==> src/was_pkg.sv <==
// Package with shared constants and controller/datapath interface types for the angle sampler.
package was_pkg;

  localparam int MAX_ENERGY_BINS_DEF = 16;
  localparam int MAX_ANGLE_BINS_DEF  = 256;
  localparam int WEIGHT_BITS_DEF     = 16;

  localparam int ENERGY_W = 4;
  localparam int ANGLE_W  = 8;
  localparam int WIN_W    = 16;
  localparam int FRAC_W   = 24;
  localparam int BIT_W    = 5;
  localparam int CFG_W    = 9;

  localparam logic [CFG_W-1:0] ANGLES_IN_USE_RST = CFG_W'(180);

  localparam logic CMD_LOAD   = 1'b0;
  localparam logic CMD_SAMPLE = 1'b1;

  typedef struct packed {
    logic load;
    logic capture;
    logic sum_en;
    logic mul_en;
    logic search_init;
    logic search_en;
    logic res_out;
  } was_cmd_t;

  typedef struct packed {
    logic row_ok;
    logic sum_last;
    logic mul_last;
    logic total_zero;
    logic found;
    logic exhausted;
    logic out_free;
  } was_sts_t;

endpackage

==> src/was_ctrl.sv <==
// Controller state machine that sequences loads and the sum, scale and search phases of a sample.
module was_ctrl (
  input  logic              clk,
  input  logic              rst_n,
  input  logic              in_valid,
  input  logic              in_command,
  input  was_pkg::was_sts_t sts,
  output logic              in_stall,
  output was_pkg::was_cmd_t cmd
);

  localparam logic [2:0] ST_IDLE   = 3'd0;
  localparam logic [2:0] ST_SUM    = 3'd1;
  localparam logic [2:0] ST_MUL    = 3'd2;
  localparam logic [2:0] ST_SEARCH = 3'd3;
  localparam logic [2:0] ST_FIN    = 3'd4;

  logic [2:0] state_r;
  logic [2:0] state_nxt;

  always_comb begin
    state_nxt = state_r;
    cmd       = '0;
    in_stall  = 1'b1;
    case (state_r)
      ST_IDLE: begin
        in_stall = 1'b0;
        if (in_valid) begin
          if (in_command == was_pkg::CMD_LOAD) begin
            cmd.load = 1'b1;
          end else begin
            cmd.capture = 1'b1;
            state_nxt   = sts.row_ok ? ST_SUM : ST_FIN;
          end
        end
      end
      ST_SUM: begin
        cmd.sum_en = 1'b1;
        if (sts.sum_last) begin
          state_nxt = ST_MUL;
        end
      end
      ST_MUL: begin
        cmd.mul_en = 1'b1;
        if (sts.mul_last) begin
          cmd.search_init = 1'b1;
          state_nxt       = sts.total_zero ? ST_FIN : ST_SEARCH;
        end
      end
      ST_SEARCH: begin
        cmd.search_en = 1'b1;
        if (sts.found || sts.exhausted) begin
          state_nxt = ST_FIN;
        end
      end
      ST_FIN: begin
        if (sts.out_free) begin
          cmd.res_out = 1'b1;
          state_nxt   = ST_IDLE;
        end
      end
      default: begin
        state_nxt = ST_IDLE;
      end
    endcase
  end

  always_ff @(posedge clk) begin
    if (!rst_n) begin
      state_r <= ST_IDLE;
    end else begin
      state_r <= state_nxt;
    end
  end

endmodule

==> config.mk <==
export PLATFORM = sky130hd
export DESIGN_NAME = was_ctrl
export DESIGN_NICKNAME = d
export VERILOG_FILES = /design/src/was_pkg.sv /design/src/was_ctrl.sv
export SDC_FILE = /design/constraint.sdc
export NUM_CORES = 1
export LEC_CHECK = 0
export BUFFER_PORTS_ARGS = -buffer_cell sky130_fd_sc_hd__buf_2
export CORE_AREA = 2 2 39 41
export DETAILED_ROUTE_END_ITERATION = 16
export DIE_AREA = 0 0 41 43
export MAX_ROUTING_LAYER = met4
export PLACE_DENSITY = 0.59
export SKIP_CTS_REPAIR_TIMING = 1
export SLEW_MARGIN = 20
export SYNTH_ARGS = -nofsm -noshare
export SYNTH_HDL_FRONTEND = slang
export SYNTH_SLANG_ARGS = --single-unit
export TNS_END_PERCENT = 5
==> constraint.sdc <==
create_clock -name clk -period 3.1 [get_ports clk]
set_input_delay 0.62 -clock clk [delete_from_list [all_inputs] [get_ports clk]]
set_output_delay 0.62 -clock clk [all_outputs]
set_load 0.02 [all_outputs]
* Word level (Yosys, flattened, before mapping)
Cells that the tools add are included.
Storage, ports and cells: logic and storage cells 34, bits of input ports 11, register bits 3, output and inout bits 8
Cells by class: eq/ne operators 10, mux-type cells 20, reduce and logical (&&, ||, !) cells 3
Operator list (number):
- 3-bit two-way mux | 8
- 3-bit case mux with 5 select lines | 1
- 2-bit != test, second input constant | 6
- 1-bit two-way mux | 8
- 3-bit by 2-bit equality test with 1-bit output, second input constant | 2
- 2-bit two-way mux | 3
- 6-bit AND reduction | 1
- 3-bit by 1-bit equality test with 1-bit output, second input constant | 1
- 3-bit equality test, second input constant | 1
- 3-bit logical NOT | 1
- 1-bit logical OR | 1

* Depth between registers and ports, before layout
Gate-level depths: netlist (run 1).
word-level depth 4, mapped depth 5, gate-level depth less buffers 4

* Worst setup path before layout (run 1)
OpenSTA, ideal clock, no wires.
kind register -> output, from register state_r[2], to output port cmd[2] (netlist bit), data arrival time 1.193 ns, buffers on the path 1, required time 2.480 ns, stages on the path, launching flop included 5, setup slack 1.287 ns, cells stage by stage dfxtp_1 buf_6 nand2b_1 nor2_1 and2_1
RTL lines:
- from (decl) | line was_ctrl.sv:18 | logic [2:0] state_r;
- from (signal assigned) | line was_ctrl.sv:72 | state_r <= state_nxt;
- to (decl) | line was_ctrl.sv:9 | output was_pkg::was_cmd_t cmd

==> summary.txt, run 1 <==
Worst setup path
  • Reg2reg setup slack: 1660 ps
  • Type of origin of the critical path: flip-flop
  • Critical path's slowest cell: dfxtp_1
  • R2R depth: 4
  • Worst Path Max Fanout: 9
  • Crit-path leading delay family: simple AND/OR/NAND/NOR gates
  • Req. time, crit path: 2480 ps
  • Worst stage delay on the critical path: 390 ps
  • CP Depth: 3
  • Worst setup EP type: output port
  • Kind of critical path: flip-flop to output port
  • Crit path buffers/inverters: 1
  • Crit path cell chain: nor3_1 > and3_1 > buf_2
  • Critical path data arrival time: 1370 ps

Final layout
  • Final nets: 75
  • Max FFs per register: 3
  • Layout cells sized above 1: 0.3492
  • Number of diodes: 0
  • Biggest regs: state_r: 3 flops
  • Top reg by flops: state_r
  • Syn-to-layout area delta: 32.16%

Timing
  • RSZ-0062 raised after global routing: no
  • Min Clock Period, post-route: 1994 ps
  • Period utilisation layout: 0.6432
  • Highest clock rate: 501.5 MHz
  • Hold Fails Final Rpt: 0
  • Final setup vio count: 0
  • Worst-Margin Slew: 393.1 ps
  • Worst Clk Skew: 1.817 ps
  • Max Transition Viols Final: 0
  • Final hold slack: 583.1 ps
  • Relative slew slack: 0.7376
  • Setup TNS: 0 ps

Clock network
  • Clock slew at reported path FFs: 40 ps
  • Clk sinks: 3
  • CTS HTree Levels: 1
  • Clk buf depth: 2
  • Worst skew pair latency: 230 ps
  • CTS tree: built
  • Root buf cell: clkbuf_4
  • TritonCTS buffer count: 3

Synthesis
  • Mapped Cells: 44
  • Post-synth top area share: 0.1882
  • Commonest cells post-synth: inv_1 (5), nor2_1 (5), nand2_1 (4), nor3_1 (4)
  • Fraction of registers with async set or reset after synthesis: 0
  • Main synth FF type: dfxtp_1
  • Avg Cell Area, Syn: 7.251 um^2
  • Yosys Warn Count: 0
  • Register area share after synthesis: 0.1882
  • Cell type with the largest total area after synthesis: dfxtp_1
  • Post-synth EDFFs: 0
  • Post-synth net total: 55
  • Top cells by area, synth: dfxtp_1 (19%), buf_6 (11%), nor3_1 (6.3%)
  • Register bit count reported by yosys: 3
  • Synth Cell Area: 319.1 um^2
  • Cell variety after synth: 24

Global route
  • First-pass GRT wire length: 1.380 mm
  • Number of global-route vias before repair: 355
  • Pin count of the biggest net entering global routing: 14
  • GRT Resource Usage Total: 0.1088
  • Grt ovf: 0
  • Initial antenna violation count: 0

Placed design
  • DPL Wire Length: 645.8 um
  • Routability congestion estimate: 0.8131
  • Number of I/O port buffers: 18

Min path
  • WHS Path Cells: 2
  • Hold crit path type: flip-flop to flip-flop

Floorplanning
  • Die span in x: 41 um
  • Core area: 1384 um^2
  • I/O pins: 19
  • Cell row count: 14
  • Initial Util: 0.2306
  • Die area: 1763 um^2
  • Die Y: 43 um

Outcome
  • Status: complete, no violations

Route
  • Routed vias: 375
  • # DRC: 0
  • Drt first pass iters: 5
  • Post-DRT Antenna Nets: 0
  • Detailed router's first-iteration violation count: 12
  • DR WL/cell: 10.51 um
  • Post-Route WL: 830 um
  • Routed vias/inst: 4.747

Power
  • Net Sw Frac: 0.4810
  • Clock power frac: 0.202
  • Power Dens Cells: 806.6 nW/um^2
  • Peak supply drop: 341.6 uV
  • Sequential fraction of design power: 0.258
  • P_sw: 0.0001636 W
  • Comb pwr share: 0.540
  • Leak: 0.2208 nW
  • Internal: 0.0001765 W

Job
  • Max Cap Viol: 0
## kinds of logic (layout without fill, tap and decap cells)
family	after synthesis	after routing	share of synthesized area
buffers and inverters	8	27	0.1647
AND/OR/NAND/NOR	23	23	0.4039
AO/OA/AOI/OAI	10	10	0.2432
flip-flops	3	3	0.1882
## cell usage in the layout (no fill, tap or decap), drive strengths merged
cell and n:
buf 18, o21a 1, nand2b 1, nand3b 1, dfxtp 3, nor3 4, a311oi 1, and3 1
nand4 2, a31o 1, nor3b 3, a21oi 1, o21ai 1, nand2 4, o211a 1, nor4b 1
a211oi 1, a2111oi 1, o21bai 1, clkbuf 4, and2 1, inv 5, nor2 5, o211ai 1
## worst paths after layout
path                                               from                      end
worst min-delay path            state_r[2]$_SDFFE_PN0P_  state_r[2]$_SDFFE_PN0P_
worst min register to register  state_r[2]$_SDFFE_PN0P_  state_r[2]$_SDFFE_PN0P_
worst max-delay path            state_r[1]$_SDFFE_PN0P_                   cmd[5]
worst max register to register  state_r[0]$_SDFFE_PN0P_  state_r[1]$_SDFFE_PN0P_
## through the flow
stage | total power (W) | util | worst slack (ps) | instances | cell area (um^2)
floorplan | 0.0002416 | - | 1287 | 44 | 319.1
global placement | 0.0002693 | 0.2857 | 1373 | 75 | 395.4
detailed placement | 0.0002723 | 0.2857 | 1368 | 75 | 395.4
CTS | 0.0003425 | 0.3047 | 1118 | 79 | 421.7
global route | 0.0003667 | 0.3047 | 995.5 | 79 | 421.7
finish | 0.0003401 | 0.3047 | 1106 | 79 | 421.7
## worst register-to-register path, delay by kind of cell (launching register included)
kind	cells	cell delay, ps
AO/OA/AOI/OAI	3	550
flip-flops	1	550
AND/OR/NAND/NOR	1	290
## layout make-up
| cell class | count | area [um^2] |
|---|---|---|
| Clock buffer | 4 | 26.28 |
| Tap cell | 16 | 20.02 |
| Multi-Input combinational cell | 33 | 206.4 |
| Sequential cell | 3 | 60.06 |
| Timing Repair Buffer | 18 | 90.09 |
| Inverter | 5 | 18.77 |
| Fill cell | 156 | 962.2 |
## metal layers
metal  track usage  vias to the layer above  share of wire
li1              -                      196              -
met1        0.1406                      165           0.48
met2        0.1750                       14           0.46
met3             0                        0          0.060
met4       0.04000                        0              0
met5             -                        -              0
## power groups by stage
stage	Combinational [W]	Sequential, W	Clock [W]
after global placement	0.000183	0.0000859	0
after CTS	0.000184	0.0000875	0.0000707
after floorplan	0.000182	0.0000596	0
final	0.000184	0.0000876	0.0000688
after global routing	0.000201	0.0000922	0.0000734
after detailed placement	0.000184	0.0000887	0
No activity file was read; power rests on OpenSTA's default activity.
==> run 2: changes to the inputs <==
--- a/config.mk
+++ b/config.mk
@@ -5,12 +5,13 @@
 export SDC_FILE = /design/constraint.sdc
 export NUM_CORES = 1
 export LEC_CHECK = 0
+export ABC_AREA = 1
 export BUFFER_PORTS_ARGS = -buffer_cell sky130_fd_sc_hd__buf_2
 export CORE_AREA = 2 2 39 41
 export DETAILED_ROUTE_END_ITERATION = 16
 export DIE_AREA = 0 0 41 43
 export MAX_ROUTING_LAYER = met4
-export PLACE_DENSITY = 0.59
+export PLACE_DENSITY = 0.61
 export SKIP_CTS_REPAIR_TIMING = 1
 export SLEW_MARGIN = 20
 export SYNTH_ARGS = -nofsm -noshare
==> constraint.sdc (replaced) <==
create_clock -name clk -period 1.7 [get_ports clk]
set_input_delay 0.34 -clock clk [delete_from_list [all_inputs] [get_ports clk]]
set_output_delay 0.34 -clock clk [all_outputs]
set_load 0.02 [all_outputs]
==> summary.txt, run 2 <==
Final layout
  • Syn-to-layout area delta: 41.34% (was 32.16%)
  • Number of diodes: 0 (unchanged)
  • Layout cells sized above 1: 0.3974 (was 0.3492)
  • Commonest non-fill, non-tap cell in the layout: buf_2 (unchanged)
  • Biggest regs: state_r: 3 flops (unchanged)
  • Final instance area: 449.2 um^2 (was 421.7 um^2)
  • Top reg by flops: state_r (unchanged)
  • Final Core Density: 0.3246 (was 0.3047)
  • Final nets: 90 (was 75)
  • Max FFs per register: 3 (unchanged)
  • Commonest cells after routing, fill and taps aside: buf_2 (18), nor2_1 (16), nand2_1 (10) (was buf_2 (18), nor2_1 (5), inv_1 (5))

Placed design
  • DPL Wire Length: 622.8 um (was 645.8 um)
  • Placed cell area: 416.7 um^2 (was 395.4 um^2)
  • Routability congestion estimate: 0.7852 (was 0.8131)
  • Number of I/O port buffers: 18 (unchanged)

Route
  • Detailed router's first-iteration violation count: 2 (was 12)
  • # DRC: 0 (unchanged)
  • DR WL/cell: 8.351 um (was 10.51 um)
  • Routed vias: 403 (was 375)
  • Post-DRT Antenna Nets: 0 (unchanged)
  • Routed vias/inst: 4.287 (was 4.747)
  • Post-Route WL: 785 um (was 830 um)
  • Drt first pass iters: 4 (was 5)

Clock network
  • Clk sinks: 3 (unchanged)
  • Clock slew at reported path FFs: 40 ps (about the same)
  • Root buf cell: clkbuf_4 (unchanged)
  • Clk buf depth: 2 (unchanged)
  • Worst skew pair latency: 230 ps (about the same)
  • CTS HTree Levels: 1 (unchanged)
  • TritonCTS buffer count: 3 (unchanged)
  • CTS tree: built (unchanged)

Synthesis
  • Yosys Warn Count: 0 (unchanged)
  • Post-synth net total: 68 (was 55)
  • Fraction of registers with async set or reset after synthesis: 0 (unchanged)
  • Avg Cell Area, Syn: 5.576 um^2 (was 7.251 um^2)
  • Main synth FF type: dfxtp_1 (unchanged)
  • Post-synth top area share: 0.1890 (was 0.1882)
  • Cell type with the largest total area after synthesis: dfxtp_1 (unchanged)
  • Post-synth EDFFs: 0 (unchanged)
  • Top cells by area, synth: dfxtp_1 (19%), nor2_1 (19%), nand2_1 (12%) (was dfxtp_1 (19%), buf_6 (11%), nor3_1 (6.3%))
  • Register area share after synthesis: 0.1890 (was 0.1882)
  • Register bit count reported by yosys: 3 (unchanged)
  • Commonest cells post-synth: nor2_1 (16), nand2_1 (10), nand3_1 (7) (was inv_1 (5), nor2_1 (5), nand2_1 (4), nor3_1 (4))
  • Cell variety after synth: 17 (was 24)
  • Mapped Cells: 57 (was 44)
  • Most common cell in the netlist: nor2_1
  • Synth Cell Area: 317.8 um^2 (was 319.1 um^2)

Power
  • Power Dens Cells: 1582 nW/um^2 (was 806.6 nW/um^2)
  • Peak supply drop: 431.3 uV (was 341.6 uV)
  • Power Total: 0.0007108 W (was 0.0003401 W)
  • Leak: 0.2600 nW (was 0.2208 nW)

Timing
  • Max Transition Viols Final: 0 (unchanged)
  • Final hold slack: 339.2 ps (was 583.1 ps)
  • Worst Clk Skew: 8.273 ps (was 1.817 ps)
  • Final setup vio count: 0 (unchanged)
  • Highest clock rate: 635.7 MHz
  • Worst-Margin Slew: 344.4 ps (was 393.1 ps)
  • Period utilisation layout: 0.9254
  • Setup TNS: 0 ps (unchanged)
  • RSZ-0062 raised after global routing: no (unchanged)
  • Hold Fails Final Rpt: 0 (unchanged)
  • Relative slew slack: 0.7701 (was 0.7376)
  • Min Clock Period, post-route: 1573 ps

Worst setup path
  • Critical path's slowest cell: dfxtp_1 (unchanged)
  • Worst Path Max Fanout: 7 (was 9)
  • Req. time, crit path: 1360 ps (was 2480 ps)
  • R2R depth: 7 (was 4)
  • Worst setup EP type: output port (unchanged)
  • CP Depth: 4 (was 3)
  • Crit path cell chain: nor2_4 > nand2_2 > nor3b_1 > buf_2 (was nor3_1 > and3_1 > buf_2)
  • Critical path data arrival time: 1230 ps (was 1370 ps)
  • Kind of critical path: flip-flop to output port (unchanged)
  • Type of origin of the critical path: flip-flop (unchanged)
  • Crit path buffers/inverters: 1 (unchanged)
  • Worst stage delay on the critical path: 400 ps (was 390 ps)
  • Crit-path leading delay family: simple AND/OR/NAND/NOR gates (unchanged)

Min path
  • Hold crit path type: input port to flip-flop (was flip-flop to flip-flop)
  • WHS Path Cells: 3 (was 2)

Floorplanning
  • Die span in x: 41 um (unchanged)
  • Core area: 1384 um^2 (unchanged)
  • Die Y: 43 um (unchanged)
  • Initial Util: 0.2297 (was 0.2306)
  • I/O pins: 19 (unchanged)
  • Cell row count: 14 (unchanged)
  • Die area: 1763 um^2 (unchanged)

Job
  • Max Cap Viol: 0 (unchanged)

Global route
  • Initial antenna violation count: 0 (unchanged)
  • Number of global-route vias before repair: 377 (was 355)
  • Grt ovf: 0 (unchanged)
  • First-pass GRT wire length: 1.345 mm (was 1.380 mm)
  • GRT Resource Usage Total: 0.1129 (was 0.1088)
  • Pin count of the biggest net entering global routing: 10 (was 14)

Outcome
  • Status: complete, no violations (unchanged)
[run 2: cell count changes in the layout (fill, tap and decap cells not counted), sizes merged, moves of 2 or more]
cell | previous run | this run
nand3 | 0 | 9
inv | 5 | 7
nor2 | 5 | 18
nand2 | 4 | 11
nor3b | 3 | 1
nor3 | 4 | 1
[run 2: power breakdown]
group          switching [W]  internal, W  total, W
clock              0.0000376    0.0000880  0.000126
combinational       0.000274     0.000154  0.000428
sequential         0.0000602    0.0000974  0.000158
total               0.000371     0.000340  0.000711
[run 2: path summary, 6_finish.rpt]
check	slack [ps]	startpoint	to
worst max-delay path	130	state_r[0]$_SDFFE_PN0P_	cmd[6]
worst min-delay path	340	rst_n	state_r[1]$_SDFFE_PN0P_
worst max register to register	430	state_r[0]$_SDFFE_PN0P_	state_r[2]$_SDFFE_PN0P_
worst min register to register	590	state_r[1]$_SDFFE_PN0P_	state_r[1]$_SDFFE_PN0P_
[run 2: cell type report]
cell class | count | area [um^2]
clock buffers | 4 | 26.28
flip-flops and latches | 3 | 61.31
repair buffers | 18 | 90.09
inverters | 8 | 30.03
multi-input cells | 45 | 221.5
fillers | 165 | 934.6
well taps | 16 | 20.02
[run 2: tightest hold or removal path, delay by kind of cell]
| family | cells | cell delay, ps |
|---|---|---|
| AND/OR/NAND/NOR | 2 | 90 |
| buffers and inverters | 1 | 110 |
[run 2: logic make-up after synthesis]
family                 count (synthesis)  share of synthesized area
AOI/OAI and AO/OA                      3                    0.04723
and+or+nand+nor                       42                     0.6339
DFF                                    3                     0.1890
buffers and inverters                  9                     0.1299
[run 2: metal layers]
metal | GRT usage | share of wire
met1 | 0.1278 | 0.45
met2 | 0.1719 | 0.53
met3 | 0.03141 | 0.015
met4 | 0.06000 | 0
met5 | - | 0
[run 2: metrics by stage]
step                setup WS (ps)  cells
floorplan                   71.89     57
global placement            326.8     90
detailed placement          294.0     90
CTS                         32.34     94
global route                17.44     94
finish                      126.9     94
==> run 3: changes to the inputs <==
--- a/config.mk
+++ b/config.mk
@@ -10,8 +10,8 @@
 export CORE_AREA = 2 2 39 41
 export DETAILED_ROUTE_END_ITERATION = 16
 export DIE_AREA = 0 0 41 43
-export MAX_ROUTING_LAYER = met4
 export PLACE_DENSITY = 0.61
+export SETUP_SLACK_MARGIN = 0.4
 export SKIP_CTS_REPAIR_TIMING = 1
 export SLEW_MARGIN = 20
 export SYNTH_ARGS = -nofsm -noshare
==> constraint.sdc (replaced) <==
create_clock -name clk -period 1.7 [get_ports clk]
set_input_delay 0.255 -clock clk [delete_from_list [all_inputs] [get_ports clk]]
set_output_delay 0.255 -clock clk [all_outputs]
set_load 0.02 [all_outputs]
==> summary.txt, run 3 (same netlist as run 2, synthesis figures left out) <==
Final layout
  • Commonest cells after routing, fill and taps aside: buf_2 (17), nor2_1 (16), nand2_1 (10) (was buf_2 (18), nor2_1 (16), nand2_1 (10))
  • Layout cells sized above 1: 0.4557 (was 0.3974)
  • Top reg by flops: state_r (unchanged)
  • Number of diodes: 0 (unchanged)
  • Commonest non-fill, non-tap cell in the layout: buf_2 (unchanged)
  • Final nets: 91 (was 90)
  • Biggest regs: state_r: 3 flops (unchanged)
  • Max FFs per register: 3 (unchanged)
  • Syn-to-layout area delta: 49.61% (was 41.34%)

Worst setup path
  • Kind of critical path: flip-flop to output port (unchanged)
  • Req. time, crit path: 1440 ps (was 1360 ps)
  • Type of origin of the critical path: flip-flop (unchanged)
  • Critical path data arrival time: 1170 ps (was 1230 ps)
  • Worst setup EP type: output port (unchanged)
  • Worst Path Max Fanout: 7 (unchanged)

Timing
  • Hold Fails Final Rpt: 0 (unchanged)
  • Setup TNS: 0 ps (unchanged)
  • Period utilisation layout: 0.8377 (was 0.9254)
  • Highest clock rate: 702.2 MHz (was 635.7 MHz)
  • Final hold slack: 250.8 ps (was 339.2 ps)
  • Relative slew slack: 0.8594 (was 0.7701)
  • Min Clock Period, post-route: 1424 ps (was 1573 ps)
  • Worst Clk Skew: 2.113 ps (was 8.273 ps)
  • Final setup vio count: 0 (unchanged)
  • RSZ-0062 raised after global routing: yes (was no)
  • Worst-Margin Slew: 210.1 ps (was 344.4 ps)
  • Max Transition Viols Final: 0 (unchanged)

Clock network
  • Clk buf depth: 2 (unchanged)
  • TritonCTS buffer count: 3 (unchanged)
  • Clock slew at reported path FFs: 40 ps (about the same)
  • CTS HTree Levels: 1 (unchanged)
  • Root buf cell: clkbuf_4 (unchanged)
  • Clk sinks: 3 (unchanged)
  • CTS tree: built (unchanged)
  • Worst skew pair latency: 230 ps (about the same)

Global route
  • Initial antenna violation count: 0 (unchanged)
  • Grt ovf: 0 (unchanged)
  • Pin count of the biggest net entering global routing: 10 (unchanged)
  • Number of global-route vias before repair: 353 (was 377)
  • First-pass GRT wire length: 1.304 mm (was 1.345 mm)
  • GRT Resource Usage Total: 0.1102 (was 0.1129)

Placed design
  • Number of I/O port buffers: 18 (unchanged)
  • DPL Wire Length: 636 um (was 622.8 um)
  • Routability congestion estimate: 0.7734 (was 0.7852)

Floorplanning
  • Core area: 1384 um^2 (unchanged)
  • Initial Util: 0.2297 (unchanged)
  • Die span in x: 41 um (unchanged)
  • Cell row count: 14 (unchanged)
  • I/O pins: 19 (unchanged)
  • Die area: 1763 um^2 (unchanged)
  • Die Y: 43 um (unchanged)

Route
  • Drt first pass iters: 2 (was 4)
  • Post-DRT Antenna Nets: 0 (unchanged)
  • # DRC: 0 (unchanged)
  • DR WL/cell: 8.168 um (was 8.351 um)
  • Post-Route WL: 776 um (was 785 um)
  • Detailed router's first-iteration violation count: 1 (was 2)
  • Routed vias: 400 (was 403)
  • Routed vias/inst: 4.211 (was 4.287)

Power
  • Leak: 0.2682 nW (was 0.2600 nW)
  • Power Dens Cells: 1558 nW/um^2 (was 1582 nW/um^2)
  • Peak supply drop: 544.8 uV (was 431.3 uV)
  • Power Total: 0.0007407 W (was 0.0007108 W)

Min path
  • Hold crit path type: input port to flip-flop (unchanged)

Outcome
  • Status: complete, no violations (unchanged)

Job
  • Max Cap Viol: 0 (unchanged)
-- run 3: worst max-delay path, cell delays in order (launching register included) --
cell and delay, ps:
dfxtp_4 370, nor2_4 150, nand2_2 90, nor3b_2 160, buf_4 160
-- run 3: stage by stage --
stage	instances	worst slack, ps	utilization	area (um^2)
final	95	276.0	0.3436	475.5
after global routing	95	216.9	0.3436	475.5
after CTS	94	116.0	0.3282	454.2
after detailed placement	90	375.1	0.3092	427.9
after global placement	90	422.6	0.3092	427.9
after floorplan	57	347.2	-	329.1
-- run 3: final timing paths --
| check | end | slack [ps] | depth (start not counted) | startpoint |
|---|---|---|---|---|
| worst max register to register | state_r[2]$_SDFFE_PN0P_ | 560 | 7 | state_r[1]$_SDFFE_PN0P_ |
| worst max-delay path | cmd[6] | 280 | 4 | state_r[0]$_SDFFE_PN0P_ |
| worst min register to register | state_r[2]$_SDFFE_PN0P_ | 540 | 2 | state_r[2]$_SDFFE_PN0P_ |
| worst min-delay path | state_r[0]$_SDFFE_PN0P_ | 250 | 3 | rst_n |
-- run 3: area by class of cell --
cell class / instances / area (um^2)
Sequential cell: 3 / 66.31
Timing Repair Buffer: 19 / 100.1
Multi-Input combinational cell: 45 / 232.7
Clock buffer: 4 / 26.28
Inverter: 8 / 30.03
Tap cell: 16 / 20.02
Fill cell: 163 / 908.4
-- run 3: power by group --
part           leakage (nW)  internal [W]  switching (W)
Sequential           0.0261      0.000104      0.0000605
Clock                0.0150     0.0000881      0.0000388
Combinational         0.227      0.000174       0.000275
Total                 0.268      0.000366       0.000374
-- run 3: layer usage --
| layer | routed length, um | GRT usage | share of wire | vias to the layer above |
|---|---|---|---|---|
| met1 | 377 | 0.1438 | 0.49 | 160 |
| met2 | 351 | 0.1375 | 0.45 | 10 |
| met5 | 0 | 0 | 0 | - |
| li1 | - | - | - | 228 |
| met3 | 36 | 0.04712 | 0.046 | 2 |
| met4 | 10 | 0.08000 | 0.013 | 0 |
